### config.mk
export PLATFORM = sky130hd
export DESIGN_NAME = udp_packet_header_rewriter
export DESIGN_NICKNAME = d
export VERILOG_FILES = /design/src/sv/uphr_pkg.sv /design/src/sv/uphr_hdr_ram.sv /design/src/sv/uphr_csum.sv /design/src/sv/udp_packet_header_rewriter.sv
export SDC_FILE = /design/constraint.sdc
export NUM_CORES = 1
export LEC_CHECK = 0
export BUFFER_PORTS_ARGS = -buffer_cell sky130_fd_sc_hd__buf_4
export CAP_MARGIN = 20
export CORE_MARGIN = 2
export CORE_UTILIZATION = 45
export CTS_CLUSTER_SIZE = 40
export DETAILED_ROUTE_END_ITERATION = 10
export REMOVE_ABC_BUFFERS = 1
export SLEW_MARGIN = 20
export SYNTH_ARGS = -nofsm -noshare
export SYNTH_HDL_FRONTEND = slang
export SYNTH_SLANG_ARGS = --single-unit
export TNS_END_PERCENT = 1
### constraint.sdc
create_clock -name aclk -period 7.75 [get_ports aclk]
set_clock_uncertainty 0.1 [all_clocks]
set_input_delay 0.775 -clock aclk [delete_from_list [all_inputs] [get_ports aclk]]
set_output_delay 0.775 -clock aclk [all_outputs]
set_load 0.01 [all_outputs]
### src/sv/uphr_pkg.sv
// Shared types and constants for the UDP packet header rewriter.
// No dependencies; every module of the block imports this package.
package uphr_pkg;

    // Frame geometry.
    localparam int HEADER_MAX_BYTES = 60;
    localparam int MAX_FRAME_BYTES  = 65535;
    localparam int ETH_LEN          = 14;
    localparam int UDP_HDR_LEN      = 8;
    localparam int HDR_END_MAX      = ETH_LEN + HEADER_MAX_BYTES + UDP_HDR_LEN;
    localparam int POS_CAP          = (MAX_FRAME_BYTES > HDR_END_MAX) ?
                                      MAX_FRAME_BYTES : HDR_END_MAX;
    localparam int POS_W            = $clog2(POS_CAP + 1);
    localparam int HDR_ADDR_W       = $clog2(HEADER_MAX_BYTES);
    localparam int HDR_MAX_WORDS    = HEADER_MAX_BYTES / 4;
    localparam int HLW_MIN          = 5;

    // Checksum accumulator width and the offsets of the checksum field.
    localparam int ACC_W            = 21;
    localparam int CSUM_HI_OFF      = 10;
    localparam int CSUM_LO_OFF      = 11;

    // Configuration register indexes.
    localparam int CFG_IDX_W = 3;
    localparam logic [CFG_IDX_W-1:0] CFG_SRC_MAC  = 3'd0;
    localparam logic [CFG_IDX_W-1:0] CFG_DST_MAC  = 3'd1;
    localparam logic [CFG_IDX_W-1:0] CFG_SRC_IP   = 3'd2;
    localparam logic [CFG_IDX_W-1:0] CFG_DST_IP   = 3'd3;
    localparam logic [CFG_IDX_W-1:0] CFG_SRC_PORT = 3'd4;
    localparam logic [CFG_IDX_W-1:0] CFG_DST_PORT = 3'd5;
    localparam int CFG_DATA_W = 48;

    // Beat payloads of the two streams.
    typedef struct packed {
        logic [7:0] frame_byte;
        logic       frame_end;
    } in_beat_t;

    typedef struct packed {
        logic [7:0] out_byte;
        logic       out_end;
    } out_beat_t;

endpackage

### src/sv/uphr_hdr_ram.sv
// Header buffer: single-port-write, single-port-read RAM with registered read data.
// Depends on uphr_pkg for the depth and address width.
module uphr_hdr_ram (
    input  logic                            aclk,
    input  logic                            wr_en,
    input  logic [uphr_pkg::HDR_ADDR_W-1:0] wr_addr,
    input  logic [7:0]                      wr_data,
    input  logic                            rd_en,
    input  logic [uphr_pkg::HDR_ADDR_W-1:0] rd_addr,
    output logic [7:0]                      rd_data
);
    import uphr_pkg::*;

    logic [7:0] mem [HEADER_MAX_BYTES];
    logic [7:0] rd_data_reg;

    // Write port.
    always_ff @(posedge aclk) begin
        if (wr_en) begin
            mem[wr_addr] <= wr_data;
        end
    end

    // Read port; the data register holds until the next read.
    always_ff @(posedge aclk) begin
        if (rd_en) begin
            rd_data_reg <= mem[rd_addr];
        end
    end

    assign rd_data = rd_data_reg;

endmodule

### src/sv/uphr_csum.sv
// IPv4 header checksum: running 16-bit word sum and ones-complement fold.
// Depends on uphr_pkg for the accumulator width.
module uphr_csum (
    input  logic        aclk,
    input  logic        aresetn,
    input  logic        add_en,
    input  logic        restart,
    input  logic [15:0] addend,
    output logic [15:0] csum
);
    import uphr_pkg::*;

    logic [ACC_W-1:0] acc_reg;
    logic [ACC_W-1:0] acc_next;
    logic [16:0]      fold1;
    logic [15:0]      fold2;

    // The first header byte starts a fresh sum; later bytes add to it.
    always_comb begin
        acc_next = acc_reg;
        if (add_en) begin
            if (restart) begin
                acc_next = ACC_W'(addend);
            end else begin
                acc_next = acc_reg + ACC_W'(addend);
            end
        end
    end

    always_ff @(posedge aclk) begin
        if (!aresetn) begin
            acc_reg <= '0;
        end else begin
            acc_reg <= acc_next;
        end
    end

    // Fold the carries back in twice, then complement.
    assign fold1 = {1'b0, acc_reg[15:0]} + 17'(acc_reg[ACC_W-1:16]);
    assign fold2 = fold1[15:0] + 16'(fold1[16]);
    assign csum  = ~fold2;

endmodule

### src/sv/udp_packet_header_rewriter.sv
// Top level of the UDP packet header rewriter: config registers, frame parser,
// header burst sequencer and output register. Uses uphr_pkg, uphr_hdr_ram, uphr_csum.
//
//  Port group   Direction  Handshake            Payload
//  s_*          in         s_valid / s_ready    s_beat   (frame_byte, frame_end)
//  m_*          out        m_valid / m_ready    m_beat   (out_byte, out_end)
//  cfg_*        in         cfg_valid/cfg_ready  cfg_index, cfg_data
//
// Bytes outside the IPv4 header pass at one per cycle; a new beat is taken while the
// output register is empty or being drained. IPv4 header bytes are absorbed at one
// per cycle into the header RAM under the same condition; the header burst then sends
// each byte by a RAM read and then a load of the output register, and no input is taken meanwhile.
// Reset is synchronous, active low; the header RAM needs no clearing pass.
// A stalled m_ready holds the output register and, in turn, the input.
module udp_packet_header_rewriter (
    input  logic                          aclk,
    input  logic                          aresetn,
    input  logic                          s_valid,
    output logic                          s_ready,
    input  uphr_pkg::in_beat_t            s_beat,
    output logic                          m_valid,
    input  logic                          m_ready,
    output uphr_pkg::out_beat_t           m_beat,
    input  logic                          cfg_valid,
    output logic                          cfg_ready,
    input  logic [uphr_pkg::CFG_IDX_W-1:0] cfg_index,
    input  logic [uphr_pkg::CFG_DATA_W-1:0] cfg_data
);
    import uphr_pkg::*;

    typedef enum logic [1:0] {
        ST_STREAM,
        ST_READ,
        ST_SEND
    } state_t;

    // Configuration registers.
    logic [47:0] src_mac_reg;
    logic [47:0] dst_mac_reg;
    logic [31:0] src_ip_reg;
    logic [31:0] dst_ip_reg;
    logic [15:0] src_port_reg;
    logic [15:0] dst_port_reg;

    // Control state and registered outputs.
    state_t                state_reg, state_next;
    logic [POS_W-1:0]      pos_reg, pos_next;
    logic [3:0]            hlw_reg, hlw_next;
    logic [HDR_ADDR_W-1:0] bcnt_reg, bcnt_next;
    logic [HDR_ADDR_W-1:0] blast_reg, blast_next;
    logic                  bcsum_reg, bcsum_next;
    logic                  bend_reg, bend_next;
    logic                  m_valid_reg, out_valid_next;
    out_beat_t             m_beat_reg, out_beat_next;

    // Datapath signals.
    logic                  in_acc;
    logic                  out_free;
    logic [5:0]            hlb;
    logic [6:0]            hdr_end;
    logic [HDR_ADDR_W-1:0] off;
    logic [POS_W-1:0]      udp_off;
    logic [7:0]            sb;
    logic [3:0]            ihl_words;
    logic                  wr_en;
    logic                  rd_en;
    logic [7:0]            rd_data;
    logic                  csum_add;
    logic                  csum_restart;
    logic [15:0]           csum_addend;
    logic [15:0]           csum;

    function automatic logic [7:0] pick_byte48(input logic [47:0] v, input logic [2:0] idx);
        logic [7:0] r;
        case (idx)
            3'd0:    r = v[47:40];
            3'd1:    r = v[39:32];
            3'd2:    r = v[31:24];
            3'd3:    r = v[23:16];
            3'd4:    r = v[15:8];
            3'd5:    r = v[7:0];
            default: r = 8'h00;
        endcase
        return r;
    endfunction

    function automatic logic [7:0] pick_byte32(input logic [31:0] v, input logic [1:0] idx);
        logic [7:0] r;
        case (idx)
            2'd0:    r = v[31:24];
            2'd1:    r = v[23:16];
            2'd2:    r = v[15:8];
            default: r = v[7:0];
        endcase
        return r;
    endfunction

    // Configuration writes are always taken.
    assign cfg_ready = 1'b1;

    always_ff @(posedge aclk) begin
        if (!aresetn) begin
            src_mac_reg  <= '0;
            dst_mac_reg  <= '0;
            src_ip_reg   <= '0;
            dst_ip_reg   <= '0;
            src_port_reg <= '0;
            dst_port_reg <= '0;
        end else if (cfg_valid) begin
            case (cfg_index)
                CFG_SRC_MAC:  src_mac_reg  <= cfg_data;
                CFG_DST_MAC:  dst_mac_reg  <= cfg_data;
                CFG_SRC_IP:   src_ip_reg   <= cfg_data[31:0];
                CFG_DST_IP:   dst_ip_reg   <= cfg_data[31:0];
                CFG_SRC_PORT: src_port_reg <= cfg_data[15:0];
                CFG_DST_PORT: dst_port_reg <= cfg_data[15:0];
                default: ;
            endcase
        end
    end

    // Handshakes.
    assign out_free = !m_valid_reg || m_ready;
    assign s_ready  = (state_reg == ST_STREAM) && out_free;
    assign in_acc   = s_valid && s_ready;
    assign m_valid  = m_valid_reg;
    assign m_beat   = m_beat_reg;

    // Frame geometry derived from the position and the header length.
    assign hlb     = {hlw_reg, 2'b00};
    assign hdr_end = 7'(ETH_LEN) + {1'b0, hlb};
    assign off     = HDR_ADDR_W'(pos_reg - POS_W'(ETH_LEN));
    assign udp_off = pos_reg - POS_W'(hdr_end);

    // Header byte with the IP addresses substituted.
    always_comb begin
        sb = s_beat.frame_byte;
        if (off >= HDR_ADDR_W'(12) && off < HDR_ADDR_W'(16)) begin
            sb = pick_byte32(src_ip_reg, off[1:0]);
        end else if (off >= HDR_ADDR_W'(16) && off < HDR_ADDR_W'(20)) begin
            sb = pick_byte32(dst_ip_reg, off[1:0]);
        end
    end

    // IHL with the short and long cases clamped.
    always_comb begin
        ihl_words = s_beat.frame_byte[3:0];
        if (ihl_words < 4'(HLW_MIN)) begin
            ihl_words = 4'(HLW_MIN);
        end else if (ihl_words > 4'(HDR_MAX_WORDS)) begin
            ihl_words = 4'(HDR_MAX_WORDS);
        end
    end

    assign csum_addend = off[0] ? {8'h00, sb} : {sb, 8'h00};

    // Next-state logic for the parser, the burst sequencer and the output register.
    always_comb begin
        state_next     = state_reg;
        pos_next       = pos_reg;
        hlw_next       = hlw_reg;
        bcnt_next      = bcnt_reg;
        blast_next     = blast_reg;
        bcsum_next     = bcsum_reg;
        bend_next      = bend_reg;
        out_valid_next = m_valid_reg && !m_ready;
        out_beat_next  = m_beat_reg;
        wr_en          = 1'b0;
        rd_en          = 1'b0;
        csum_add       = 1'b0;
        csum_restart   = 1'b0;

        case (state_reg)
            ST_STREAM: begin
                if (in_acc) begin
                    if (pos_reg >= POS_W'(ETH_LEN) && pos_reg < POS_W'(hdr_end)) begin
                        // IPv4 header byte: buffer it and, unless it is a checksum field byte, add it to the checksum.
                        wr_en        = 1'b1;
                        csum_add     = (off != HDR_ADDR_W'(CSUM_HI_OFF)) &&
                                       (off != HDR_ADDR_W'(CSUM_LO_OFF));
                        csum_restart = (off == '0);
                        if (off == '0) begin
                            hlw_next = ihl_words;
                        end
                        bcnt_next  = '0;
                        blast_next = off;
                        if (({1'b0, off} + 7'd1) == {1'b0, hlb}) begin
                            state_next = ST_READ;
                            bcsum_next = 1'b1;
                            bend_next  = s_beat.frame_end;
                        end else if (s_beat.frame_end) begin
                            state_next = ST_READ;
                            bcsum_next = 1'b0;
                            bend_next  = 1'b1;
                        end
                    end else begin
                        // Ethernet, UDP or payload byte goes straight out.
                        out_valid_next         = 1'b1;
                        out_beat_next.out_end  = s_beat.frame_end;
                        out_beat_next.out_byte = s_beat.frame_byte;
                        if (pos_reg < POS_W'(6)) begin
                            out_beat_next.out_byte = pick_byte48(dst_mac_reg, pos_reg[2:0]);
                        end else if (pos_reg < POS_W'(12)) begin
                            out_beat_next.out_byte =
                                pick_byte48(src_mac_reg, 3'(pos_reg - POS_W'(6)));
                        end else if (pos_reg >= POS_W'(hdr_end)) begin
                            if (udp_off < POS_W'(2)) begin
                                out_beat_next.out_byte = udp_off[0] ? src_port_reg[7:0]
                                                                    : src_port_reg[15:8];
                            end else if (udp_off < POS_W'(4)) begin
                                out_beat_next.out_byte = udp_off[0] ? dst_port_reg[7:0]
                                                                    : dst_port_reg[15:8];
                            end else if (udp_off == POS_W'(6) || udp_off == POS_W'(7)) begin
                                out_beat_next.out_byte = 8'h00;
                            end
                        end
                    end
                    // Position tracking; the last byte restarts the frame.
                    if (s_beat.frame_end) begin
                        pos_next = '0;
                        hlw_next = 4'(HLW_MIN);
                    end else if (pos_reg < POS_W'(POS_CAP)) begin
                        pos_next = pos_reg + POS_W'(1);
                    end
                end
            end
            ST_READ: begin
                rd_en      = 1'b1;
                state_next = ST_SEND;
            end
            ST_SEND: begin
                if (out_free) begin
                    out_valid_next         = 1'b1;
                    out_beat_next.out_byte = rd_data;
                    if (bcsum_reg && bcnt_reg == HDR_ADDR_W'(CSUM_HI_OFF)) begin
                        out_beat_next.out_byte = csum[15:8];
                    end else if (bcsum_reg && bcnt_reg == HDR_ADDR_W'(CSUM_LO_OFF)) begin
                        out_beat_next.out_byte = csum[7:0];
                    end
                    out_beat_next.out_end = (bcnt_reg == blast_reg) ? bend_reg : 1'b0;
                    if (bcnt_reg == blast_reg) begin
                        state_next = ST_STREAM;
                    end else begin
                        bcnt_next  = bcnt_reg + HDR_ADDR_W'(1);
                        state_next = ST_READ;
                    end
                end
            end
            default: begin
                state_next = ST_STREAM;
            end
        endcase
    end

    // State and registered outputs.
    always_ff @(posedge aclk) begin
        if (!aresetn) begin
            state_reg   <= ST_STREAM;
            pos_reg     <= '0;
            hlw_reg     <= 4'(HLW_MIN);
            bcnt_reg    <= '0;
            blast_reg   <= '0;
            bcsum_reg   <= 1'b0;
            bend_reg    <= 1'b0;
            m_valid_reg <= 1'b0;
        end else begin
            state_reg   <= state_next;
            pos_reg     <= pos_next;
            hlw_reg     <= hlw_next;
            bcnt_reg    <= bcnt_next;
            blast_reg   <= blast_next;
            bcsum_reg   <= bcsum_next;
            bend_reg    <= bend_next;
            m_valid_reg <= out_valid_next;
        end
        m_beat_reg <= out_beat_next;
    end

    // Header buffer.
    uphr_hdr_ram u_hdr_ram (
        .aclk    (aclk),
        .wr_en   (wr_en),
        .wr_addr (off),
        .wr_data (sb),
        .rd_en   (rd_en),
        .rd_addr (bcnt_reg),
        .rd_data (rd_data)
    );

    // Header checksum.
    uphr_csum u_csum (
        .aclk    (aclk),
        .aresetn (aresetn),
        .add_en  (csum_add),
        .restart (csum_restart),
        .addend  (csum_addend),
        .csum    (csum)
    );

    // The burst never reads past the last buffered byte.
    a_burst_in_range: assert property (@(posedge aclk) disable iff (!aresetn)
        (state_reg == ST_READ || state_reg == ST_SEND) |-> (bcnt_reg <= blast_reg))
        else $error("header burst index beyond the last buffered byte");

    // A full-header burst covers exactly the header length. When the frame also
    // ended on the last header byte, the length has already returned to five.
    a_full_burst_len: assert property (@(posedge aclk) disable iff (!aresetn)
        ((state_reg == ST_READ || state_reg == ST_SEND) && bcsum_reg && !bend_reg) |->
        ({1'b0, blast_reg} + 7'd1 == {1'b0, hlb}))
        else $error("full header burst length differs from IHL");

    // The header length stays within the clamped range.
    a_hlw_range: assert property (@(posedge aclk) disable iff (!aresetn)
        (hlw_reg >= 4'(HLW_MIN)) && (hlw_reg <= 4'(HDR_MAX_WORDS)))
        else $error("header length out of range");

    // A burst byte sent into a free output register shows up as valid.
    a_send_loads: assert property (@(posedge aclk) disable iff (!aresetn)
        (state_reg == ST_SEND && out_free) |=> m_valid_reg)
        else $error("header burst byte lost");

endmodule
==> impl_metrics.env <==
export IMPL_synth_avg_cell_area_sq_um=12.7
export IMPL_rows=99
export IMPL_ant_nets=0
export IMPL_synth_edf_count=497
export IMPL_tns_ns=0
export IMPL_synth_area_sq_mm=0.0330
export IMPL_hold_class="input pin to register"
export IMPL_path_cells="inv_1, ha_1, buf_4, a222oi_1, nand2_1, o21ai_0, a32oi_1, o21a_2, buf_4, and2_1, ha_1, or3_1, or2_2, o21bai_1, a211oi_1, nor3_1, o21ai_0, nand3_1, mux2i_1"
export IMPL_synthToLayoutAreaGrowth_pct=12.6
export IMPL_drtPass1Iterations=7
export IMPL_numCtsBuffers=79
export IMPL_cts_root_buf="clkbuf_16"
export IMPL_layout_min_cycle_time_ns=5.73
export IMPL_worst_r2r_cell_count=19
export IMPL_overflow=0
export IMPL_whs_ns=0.300
export IMPL_grt_max_degree=132
export IMPL_cp_arrival_ns=6.19
export IMPL_cpPeakStageDelay_ns=0.72
export IMPL_io_pin_count=77
export IMPL_setup_viol=0
export IMPL_maxSlewHeadroom_pct=21.9
export IMPL_yosysTopAreaCell="edfxtp_1"
export IMPL_h_tree_depth=3
export IMPL_yosysMostFrequentCell="nand2_1"
export IMPL_critPathMaxFanout=63
export IMPL_drtIter0Drc=2446
export IMPL_cts_tree="done"
export IMPL_fp_dieH_um=275
export IMPL_ctsLongestPathBuffers=3
export IMPL_drcViolationCount=0
export IMPL_r2r_end="u_csum.acc_reg[19]"
export IMPL_wl_mm=86.5
export IMPL_via_per_inst=5.91
export IMPL_fin_nets=2726
export IMPL_slew_violations=0
export IMPL_grt_pass1_wl_mm=131
export IMPL_ys_top_cells_by_count="nand2_1, edfxtp_1, dfxtp_1"
export IMPL_yosysUniqueCellTypes=78
export IMPL_antenna_found_initial=3
export IMPL_cts_setup_buffers=0
export IMPL_clock_latency_ns=0.64
export IMPL_cts_sink_count=747
export IMPL_drv_cap=0
export IMPL_grt_usage_pct=23.0
export IMPL_largest_register_ffs=480
export IMPL_dieArea_sq_mm=0.0756
export IMPL_cp_startpoint="pos_reg[0]"
export IMPL_r2r_slack_ns=2.02
export IMPL_yosys_top_cells_area="edfxtp_1, dfxtp_1, mux4_2, nand2_1, a21boi_0"
export IMPL_power_density_mw_per_mm2=228
export IMPL_place_congestion=0.888
export IMPL_start_util_pct=45.3
export IMPL_critPathCaptureType="register"
export IMPL_portBuffers=75
export IMPL_drive_gt1_share_pct=16.2
export IMPL_ys_seq_elements=747
export IMPL_synth_warnings=0
export IMPL_crit_buf_inv=3
export IMPL_path_depth=19
export IMPL_fmax_mhz=174
export IMPL_ir_drop_mv=0.160
export IMPL_cts_resized=0
export IMPL_crit_type="register to register"
export IMPL_n_fill_cell=6218
export IMPL_hpwl_mm=55.4
export IMPL_cp_required_ns=8.20
export IMPL_finalHoldViolCount=0
export IMPL_synth_top_cell_area_share_pct=45.2
export IMPL_num_vias=21500
export IMPL_diodes=0
export IMPL_finalCritPeriodShare_pct=74.0
export IMPL_p_leak_nw=12.0
export IMPL_grt_pass1_vias=20900
export IMPL_endpoint="u_csum.acc_reg[19]"
export IMPL_fp_dieW_um=275
export IMPL_crit_family="simple AND/OR/NAND/NOR gates"
export IMPL_synth_seq_area_share_pct=60.3
export IMPL_core_sq_mm=0.0728
export IMPL_worstMarginPinSlew_ns=1.17
export IMPL_clk_pin_slew_ns=0.06
export IMPL_rsz0062_at_grt="no"
export IMPL_crit_reg2reg_launch="pos_reg[0]"
export IMPL_status="complete, no violations"
export IMPL_syn_inst=2596
export IMPL_crit_slowest_cell="dfxtp_1"
export IMPL_postCtsHoldBufs=0
export IMPL_synthArstFlopShare_pct=0
export IMPL_routedWlPerCell_um=23.8
export IMPL_start_kind="register"
export IMPL_synth_ff_type="edfxtp_1"
area by class of cell:
| cell class | count | area (sq um) | area share [%] |
|---|---|---|---|
| clock inverters | 37 | 558 | 1.50 |
| repair buffers | 106 | 850 | 2.28 |
| well taps | 959 | 1200 | 3.23 |
| multi-input cells | 1650 | 12400 | 33.2 |
| clock buffers | 105 | 2160 | 5.80 |
| inverters | 31 | 120 | 0.323 |
| flip-flops and latches | 747 | 19900 | 53.6 |
worst min path at each step:
stage	slack, ns	depth (start not counted)	end	from
global route	0.30	3	dst_mac_reg[34]	cfg_data[34]
detailed placement	0.35	2	src_mac_reg[7]	src_mac_reg[7]
CTS	0.27	3	dst_mac_reg[45]	cfg_data[45]
floorplan	0.34	2	dst_mac_reg[0]	dst_mac_reg[0]
global placement	0.35	2	dst_mac_reg[8]	dst_mac_reg[8]
finish	0.30	3	dst_mac_reg[45]	cfg_data[45]
layer usage:
layer  track usage (%)  wire (um)  vias to the layer above
met5                 0         24                        -
met4              7.20       2170                        4
met3              3.79       5960                      139
met2              36.1      40500                      752
met1              33.1      37900                    10800
li1                  -          -                     9730
cells in the final DEF, fill, tap and decap left out, types with 12 or more instances in the layout:
cell	n
buf_4	101
o21ai_0	78
a222oi_1	31
a31oi_1	16
nor3_1	25
a21o_1	13
xnor2_1	30
clkinv_2	14
mux2_2	19
or3_1	24
mux2i_1	13
clkbuf_16	81
inv_1	24
xor2_1	22
a21boi_0	203
dfxtp_1	246
nor2b_1	17
nand2b_1	13
mux4_2	160
nor2_1	140
o21a_1	17
nand2_1	510
ha_1	43
nand3_1	35
bufinv_16	12
a211oi_1	18
edfxtp_1	497
a21oi_1	47
clkbuf_1	20
where the power goes:
group	switching (mW)	leakage, nW	total (mW)	internal (mW)
sequential	0.0144	6.50	4.28	4.27
clock	1.57	1.32	3.94	2.37
combinational	0.190	4.21	0.273	0.0834
total	1.77	12.0	8.49	6.72
tightest hold or removal path, stage by stage:
cell and delay (ns):
buf_4 0.11, nand2_1 0.04, a21boi_0 0.06
stage by stage:
step / instance area, sq um / total power, mW / instances / util, % / worst slack (ns)
2_1_floorplan: 32400 / 4.49 / 2428 / - / 0.430
3_3_place_gp: 34400 / 4.63 / 3490 / 47.2 / 2.24
3_5_place_dp: 34400 / 4.64 / 3491 / 47.2 / 2.05
4_1_cts: 37100 / 8.55 / 3633 / 51.0 / 2.04
5_1_grt: 37200 / 8.73 / 3635 / 51.0 / 1.58
6_report: 37200 / 8.49 / 3635 / 51.0 / 2.02
kinds of logic (layout without fill, tap and decap cells):
logic type / after synthesis / count (layout) / synth area share (%)
mux: 192 / 192 / 12.0
fa+ha+maj: 46 / 46 / 1.81
flops: 747 / 747 / 60.3
other cells: 1 / 1 / 0.0114
compound gates: 513 / 513 / 11.1
buf+inv: 199 / 279 / 2.33
xor+xnor: 52 / 52 / 1.38
simple gates: 846 / 846 / 11.0
(Power assumes the default switching activity.)
